[src/sv/usd_pkg.sv]
// ----------------------------------------------------------------------------
// usd_pkg
// Shared types for the unsigned shift-subtract divider: controller commands
// and datapath status.
// ----------------------------------------------------------------------------
package usd_pkg;

   // Commands from the controller to the datapath.
   typedef struct packed {
      logic load;   // capture operands, clear partial remainder
      logic step;   // one restoring-division iteration
      logic store;  // move the finished result into the output register
   } usd_cmd_type;

   // Status from the datapath to the controller.
   typedef struct packed {
      logic divisor_zero;  // divisor on the request channel is zero
   } usd_status_type;

endpackage

[src/sv/usd_if.sv]
// ----------------------------------------------------------------------------
// usd_if
// Valid/ready channels of the divider: request (operands) and response
// (quotient, remainder, divide-by-zero flag).
// ----------------------------------------------------------------------------
interface usd_req_if #(
   parameter int WIDTH = 32
) ();
   logic             valid;
   logic             ready;
   logic [WIDTH-1:0] dividend;
   logic [WIDTH-1:0] divisor;

   modport source (output valid, output dividend, output divisor, input ready);
   modport sink   (input valid, input dividend, input divisor, output ready);
endinterface

interface usd_rsp_if #(
   parameter int WIDTH = 32
) ();
   logic             valid;
   logic             ready;
   logic [WIDTH-1:0] quotient;
   logic [WIDTH-1:0] remainder;
   logic             divide_by_zero;

   modport source (output valid, output quotient, output remainder,
                   output divide_by_zero, input ready);
   modport sink   (input valid, input quotient, input remainder,
                   input divide_by_zero, output ready);
endinterface

[src/sv/usd_ctrl.sv]
// ----------------------------------------------------------------------------
// usd_ctrl
// Sequencer of the divider: accepts a request beat, runs one iteration per
// cycle, and hands the result to the output register when it is free.
// ----------------------------------------------------------------------------
module usd_ctrl #(
   parameter int DATA_WIDTH = 32
) (
   input  logic                    clock,
   input  logic                    reset,
   input  logic                    req_valid,
   output logic                    req_ready,
   input  logic                    rsp_ready,
   output logic                    rsp_valid,
   input  usd_pkg::usd_status_type status,
   output usd_pkg::usd_cmd_type    cmd
);
   import usd_pkg::*;

   localparam int CNT_W = $clog2(DATA_WIDTH);

   typedef enum logic [1:0] {
      ST_IDLE,
      ST_RUN,
      ST_DRAIN
   } state_type;

   state_type        state_ff, state_in;
   logic [CNT_W-1:0] count_ff, count_in;
   logic             rsp_valid_ff, rsp_valid_in;
   logic             slot_free;

   assign slot_free = !rsp_valid_ff || rsp_ready;
   assign rsp_valid = rsp_valid_ff;

   always_comb begin
      state_in  = state_ff;
      count_in  = count_ff;
      req_ready = 1'b0;
      cmd       = '0;

      unique case (state_ff)
         ST_IDLE: begin
            req_ready = 1'b1;
            if (req_valid) begin
               cmd.load = 1'b1;
               count_in = '0;
               state_in = status.divisor_zero ? ST_DRAIN : ST_RUN;
            end
         end
         ST_RUN: begin
            cmd.step = 1'b1;
            count_in = count_ff + 1'b1;
            if (count_ff == CNT_W'(DATA_WIDTH - 1)) begin
               state_in = ST_DRAIN;
            end
         end
         ST_DRAIN: begin
            if (slot_free) begin
               cmd.store = 1'b1;
               req_ready = 1'b1;
               // next operands may load in the same cycle the result leaves
               if (req_valid) begin
                  cmd.load = 1'b1;
                  count_in = '0;
                  state_in = status.divisor_zero ? ST_DRAIN : ST_RUN;
               end else begin
                  state_in = ST_IDLE;
               end
            end
         end
         default: state_in = ST_IDLE;
      endcase

      if (cmd.store) begin
         rsp_valid_in = 1'b1;
      end else if (rsp_ready) begin
         rsp_valid_in = 1'b0;
      end else begin
         rsp_valid_in = rsp_valid_ff;
      end
   end

   always_ff @(posedge clock) begin
      if (reset) begin
         state_ff     <= ST_IDLE;
         count_ff     <= '0;
         rsp_valid_ff <= 1'b0;
      end else begin
         state_ff     <= state_in;
         count_ff     <= count_in;
         rsp_valid_ff <= rsp_valid_in;
      end
   end

endmodule

[src/sv/usd_dpath.sv]
// ----------------------------------------------------------------------------
// usd_dpath
// Restoring-division datapath: partial remainder, quotient/dividend shift
// register, divisor, one subtract-and-compare per step, output register.
// ----------------------------------------------------------------------------
module usd_dpath #(
   parameter int DATA_WIDTH = 32
) (
   input  logic                    clock,
   input  usd_pkg::usd_cmd_type    cmd,
   output usd_pkg::usd_status_type status,
   input  logic [DATA_WIDTH-1:0]   dividend,
   input  logic [DATA_WIDTH-1:0]   divisor,
   output logic [DATA_WIDTH-1:0]   quotient,
   output logic [DATA_WIDTH-1:0]   remainder,
   output logic                    divide_by_zero
);
   import usd_pkg::*;

   logic [DATA_WIDTH-1:0] rem_ff, rem_in;
   logic [DATA_WIDTH-1:0] quo_ff, quo_in;   // dividend bits shift out, quotient in
   logic [DATA_WIDTH-1:0] den_ff;
   logic                  zero_ff;
   logic [DATA_WIDTH-1:0] q_out_ff, r_out_ff;
   logic                  dbz_out_ff;

   logic                  carry;
   logic [DATA_WIDTH-1:0] shifted;
   logic [DATA_WIDTH-1:0] diff;
   logic                  fits;

   assign status.divisor_zero = (divisor == '0);

   // carry is the bit shifted out of the remainder: divisor always fits then
   assign carry   = rem_ff[DATA_WIDTH-1];
   assign shifted = {rem_ff[DATA_WIDTH-2:0], quo_ff[DATA_WIDTH-1]};
   assign diff    = shifted - den_ff;
   assign fits    = carry || (shifted >= den_ff);

   always_comb begin
      rem_in = rem_ff;
      quo_in = quo_ff;
      if (cmd.load) begin
         rem_in = '0;
         quo_in = dividend;
      end else if (cmd.step) begin
         rem_in = fits ? diff : shifted;
         quo_in = {quo_ff[DATA_WIDTH-2:0], fits};
      end
   end

   always_ff @(posedge clock) begin
      rem_ff <= rem_in;
      quo_ff <= quo_in;
      if (cmd.load) begin
         den_ff  <= divisor;
         zero_ff <= (divisor == '0);
      end
      if (cmd.store) begin
         // zero divisor: no steps ran, quo_ff still holds the dividend
         q_out_ff   <= zero_ff ? '0 : quo_ff;
         r_out_ff   <= zero_ff ? quo_ff : rem_ff;
         dbz_out_ff <= zero_ff;
      end
   end

   assign quotient       = q_out_ff;
   assign remainder      = r_out_ff;
   assign divide_by_zero = dbz_out_ff;

endmodule

[src/sv/unsigned_shift_subtract_divider_unit.sv]
// ----------------------------------------------------------------------------
// unsigned_shift_subtract_divider_unit
// Iteration: one quotient bit per cycle through the shared subtractor; a zero
//   divisor skips the iterations and goes straight to the drain state.
// Back-to-back: a new request is taken only after the last result is through;
//   it loads in the cycle that result enters the free output register.
// Reset: synchronous, active high; clears sequencer and response valid only.
// ----------------------------------------------------------------------------
module unsigned_shift_subtract_divider_unit #(
   parameter int DATA_WIDTH = 32
) (
   input logic       clock,
   input logic       reset,
   usd_req_if.sink   req_bus,
   usd_rsp_if.source rsp_bus
);
   import usd_pkg::*;

   usd_cmd_type    cmd;
   usd_status_type status;

   // Sequencer: request accept, iteration count, response valid.
   usd_ctrl #(
      .DATA_WIDTH (DATA_WIDTH)
   ) u_ctrl (
      .clock     (clock),
      .reset     (reset),
      .req_valid (req_bus.valid),
      .req_ready (req_bus.ready),
      .rsp_ready (rsp_bus.ready),
      .rsp_valid (rsp_bus.valid),
      .status    (status),
      .cmd       (cmd)
   );

   // Datapath: operand capture, shift-subtract step, result register.
   usd_dpath #(
      .DATA_WIDTH (DATA_WIDTH)
   ) u_dpath (
      .clock          (clock),
      .cmd            (cmd),
      .status         (status),
      .dividend       (req_bus.dividend),
      .divisor        (req_bus.divisor),
      .quotient       (rsp_bus.quotient),
      .remainder      (rsp_bus.remainder),
      .divide_by_zero (rsp_bus.divide_by_zero)
   );

endmodule

[src/flat_wrapper.sv]
// flat-port wrapper written by rule: the top's interface ports become plain ports
module unsigned_shift_subtract_divider_unit_flat import usd_pkg::*;
#(
   parameter int DATA_WIDTH = 32
)
  (clock, reset, req_bus_valid, req_bus_dividend, req_bus_divisor, req_bus_ready, rsp_bus_valid, rsp_bus_quotient, rsp_bus_remainder, rsp_bus_divide_by_zero, rsp_bus_ready);
  usd_req_if req_bus_i ();
  usd_rsp_if rsp_bus_i ();
  input logic clock;
  input logic reset;
  input wire logic [$bits(req_bus_i.valid)-1:0] req_bus_valid;
  input wire logic [$bits(req_bus_i.dividend)-1:0] req_bus_dividend;
  input wire logic [$bits(req_bus_i.divisor)-1:0] req_bus_divisor;
  output wire logic [$bits(req_bus_i.ready)-1:0] req_bus_ready;
  output wire logic [$bits(rsp_bus_i.valid)-1:0] rsp_bus_valid;
  output wire logic [$bits(rsp_bus_i.quotient)-1:0] rsp_bus_quotient;
  output wire logic [$bits(rsp_bus_i.remainder)-1:0] rsp_bus_remainder;
  output wire logic [$bits(rsp_bus_i.divide_by_zero)-1:0] rsp_bus_divide_by_zero;
  input wire logic [$bits(rsp_bus_i.ready)-1:0] rsp_bus_ready;
  assign req_bus_i.valid = req_bus_valid;
  assign req_bus_i.dividend = req_bus_dividend;
  assign req_bus_i.divisor = req_bus_divisor;
  assign req_bus_ready = req_bus_i.ready;
  assign rsp_bus_valid = rsp_bus_i.valid;
  assign rsp_bus_quotient = rsp_bus_i.quotient;
  assign rsp_bus_remainder = rsp_bus_i.remainder;
  assign rsp_bus_divide_by_zero = rsp_bus_i.divide_by_zero;
  assign rsp_bus_i.ready = rsp_bus_ready;
  unsigned_shift_subtract_divider_unit #(.DATA_WIDTH(DATA_WIDTH)) u_core (.clock(clock), .reset(reset), .req_bus(req_bus_i), .rsp_bus(rsp_bus_i));
endmodule
[config.mk]
export PLATFORM = sky130hd
export DESIGN_NAME = unsigned_shift_subtract_divider_unit_flat
export DESIGN_NICKNAME = d
export VERILOG_FILES = /design/src/sv/usd_pkg.sv /design/src/sv/usd_if.sv /design/src/sv/usd_ctrl.sv /design/src/sv/usd_dpath.sv /design/src/sv/unsigned_shift_subtract_divider_unit.sv /design/src/flat_wrapper.sv
export SDC_FILE = /design/constraint.sdc
export NUM_CORES = 1
export LEC_CHECK = 0
export ABC_AREA = 1
export BUFFER_PORTS_ARGS = -buffer_cell sky130_fd_sc_hd__clkbuf_2
export CORE_UTILIZATION = 44
export CTS_CLUSTER_DIAMETER = 150
export DETAILED_ROUTE_END_ITERATION = 6
export MAX_ROUTING_LAYER = met4
export PLACE_DENSITY = 0.62
export SLEW_MARGIN = 30
export SYNTH_ARGS = -nofsm -noshare
export SYNTH_HDL_FRONTEND = slang
export SYNTH_SLANG_ARGS = --single-unit
[constraint.sdc]
create_clock -name clock -period 4.5 [get_ports clock]
set_clock_uncertainty 0.05 [all_clocks]
set_input_delay 0 -clock clock [delete_from_list [all_inputs] [get_ports clock]]
set_output_delay 0 -clock clock [all_outputs]
set_load 0.05 [all_outputs]
==> flow_metrics.py <==
metrics = {
    "routing": {
        "routed_via_density": 4.88,
        "drc": 0,
        "postRouteAntennaNets": 0,
        "firstDrtPassIters": 5,
        "drt_iter0_drc": 630,
        "vias": 8414,
        "routed_wl_mm": 24.7,
        "detail_route.wl_per_cell_um": 14.3,
    },
    "timing": {
        "timing.setup.tns_ns": 0,
        "period_share_pct": 61.5,
        "hold_viol": 0,
        "worstMarginPinSlew_ns": 0.940,
        "timing.fmax_ghz": 0.361,
        "rsz0062_at_grt": "no",
        "maxSlewViolCount": 0,
        "finalWorstSetupSlack_ns": 1.73,
        "setup_viol": 0,
        "max_slew_margin_pct": 37.2,
        "fin_crit_ns": 2.77,
    },
    "grt": {
        "grt_use_total_pct": 23.6,
        "grt_util_met3_pct": 4.12,
        "grt_max_degree": 98,
        "grt_remaining_overflow": 0,
        "met2_usage_pct": 33.7,
        "grt_pass1_vias": 7628,
        "grt_pass1_wl_mm": 39.0,
        "busiest_layer": "met1",
        "antenna_found_initial": 0,
        "grt_util_met1_pct": 34.4,
    },
    "floorplan": {
        "die_w_um": 150,
        "rows": 53,
        "die_h_um": 150,
        "ios": 135,
        "dieArea_um2": 22600,
        "coreArea_um2": 21300,
        "start_util_pct": 45.4,
    },
    "cells_and_area": {
        "final_cell_mix": "389 x nand2_1, 232 x inv_1, 134 x clkbuf_2, 130 x edfxtp_1, 91 x nand3_1",
        "final_common_cell": "nand2_1",
        "finalNonFillerCells": 1723,
        "drive_above_1_share_pct": 14.2,
        "n_antenna_cell": 0,
        "final_util_pct": 55.5,
        "area_growth_pct": 22.1,
        "final_nets": 1539,
    },
    "power_and_ir_drop": {
        "p_leak_uw": 0.00560,
        "peakVddDrop_mv": 0.276,
        "powerDensity_nw_per_um2": 492,
    },
    "synth": {
        "syn-num-nets": 1350,
        "yosysWarnings": 0,
        "synth-seq-cells": 170,
        "ys_seq_area_share_pct": 48.6,
        "yosysUniqueCellTypes": 37,
        "avgSynthCellArea_um2": 7.76,
        "synthesis.area_um2": 9670,
        "synth_cells": 1247,
    },
    "cts": {
        "numCtsBuffers": 17,
        "post_cts_buffers": 0,
        "clk_pin_slew_ns": 0.07,
        "cts_tree": "done",
        "h-tree-depth": 4,
        "clock_path_buffers": 2,
        "clkSinkCount": 170,
        "clockRootBuffer": "clkbuf_16",
        "insertion_delay_ns": 0.43,
    },
    "place": {
        "dpl_worst_slack_ns": 1.74,
        "dp_hpwl_mm": 18.2,
        "place_inst": 1626,
        "io_buffers": 134,
        "gp_congestion": 0.964,
    },
    "critical_path": {
        "crit_type": "reg2reg",
        "cp.arrival_ns": 3.01,
        "critPathLaunchType": "flop",
        "critPathMaxFanout": 34,
        "end_kind": "flop",
        "crit_required_ns": 4.74,
    },
    "job": {
        "maxCapViolCount": 0,
    },
    "status": {
        "outcome": "finished, final reports clean",
    },
    "min_path": {
        "hp-class": "in2reg",
    },
}
[logic make-up after synthesis]
kind of cell | Yosys count | synth area share, %
DFF | 170 | 48.6
adders and majority gates | 35 | 4.61
AOI/OAI and AO/OA | 124 | 6.64
and+or+nand+nor | 620 | 27.3
buffers and inverters | 283 | 11.5
xor gates and xnor gates | 15 | 1.36
[timing repair]
item	CTS	global route
resized for setup	0	0
endpoints found under the hold margin	72	0
hold buffers	66	0
[layout make-up]
cell class	count	area (um2)
Timing Repair Buffer	206	1380
Sequential cell	170	4700
Clock buffer	18	429
Clock inverter	13	161
Inverter	247	930
Fill cell	1996	9480
Tap cell	275	344
Multi-Input combinational cell	794	3860
[layer usage]
layer,routed length (um),up-vias
li1,-,4331
met1,12200,3778
met2,10500,282
met3,1630,23
met4,318,0
met5,0,-
[flip-flops by register name, indices dropped and copies added (netlist names), 2 cells and up]
name                      count
u_core.u_dpath.quo_ff        32
u_core.u_dpath.den_ff        32
u_core.u_ctrl.count_ff        5
u_core.u_dpath.rem_ff        32
u_core.u_ctrl.state_ff        2
u_core.u_dpath.remainder     32
u_core.u_dpath.quotient      32
[power by group]
part,total [uW],internal [uW],switching (uW)
clock network,1500,834,665
logic,2100,671,1430
registers,2210,2040,175
total,5810,3540,2270
[Yosys cell counts, drive strengths merged]
master	instances	share of area, %
buf	17	1.2
nor2	94	4.2
edfxtp	130	40
xnor2	13	1.2
xor2	2	0.18
o211ai	1	0.078
clkinv	5	0.19
ha	34	4.4
o221ai	1	0.091
clkbuf	19	0.74
dfxtp	40	8.3
nand3b	5	0.43
a31oi	2	0.13
nor3	7	0.41
o21ai	67	3.5
nor4	10	0.65
o22ai	1	0.065
and2	5	0.32
nand2	398	16
fa	1	0.21
nand3	93	4.9
nand4	8	0.52
a21oi	52	2.8
inv	242	9.4
[per-stage QoR]
stage | hold slack, ns | instance area [um2] | total power (uW)
after floorplan | 0.0191 | 9670 | 3770
after CTS | 0.00156 | 11800 | 5820
after detailed placement | 0.145 | 10600 | 4280
final | 0.00653 | 11800 | 5810
after global placement | 0.143 | 10600 | 4260
after global routing | 0.0464 | 11800 | 6190
[worst max-delay path: stages, from the launching register on]
cell and delay, ns:
edfxtp_1 0.32, inv_1 0.08, ha_1 0.24, fa_1 0.42, inv_1 0.13, nand2_1 0.06, nand2_1 0.09, nand3_2 0.07
nand2_2 0.11, nand2_2 0.07, nand3_2 0.07, nand2_4 0.21, nand2_4 0.39, nand3_1 0.15, nand2_1 0.11, a21oi_2 0.05
[worst paths after layout]
path | startpoint | endpoint | slack, ns | cells after the start
worst min register to register | u_core.u_ctrl.count_ff[4]$_SDFFE_PP0P_ | u_core.u_ctrl.count_ff[4]$_SDFFE_PP0P_ | 0.42 | 2
worst min-delay path | req_bus_valid | u_core.u_ctrl.count_ff[2]$_SDFFE_PP0P_ | 0.007 | 4
worst max register to register | u_core.u_dpath.quo_ff[31]$_DFFE_PP_ | u_core.u_dpath.rem_ff[27]$_SDFFE_PP0P_ | 1.73 | 15
worst max-delay path | u_core.u_dpath.quo_ff[31]$_DFFE_PP_ | u_core.u_dpath.rem_ff[27]$_SDFFE_PP0P_ | 1.73 | 15
No activity file was read; power rests on OpenSTA's default activity.
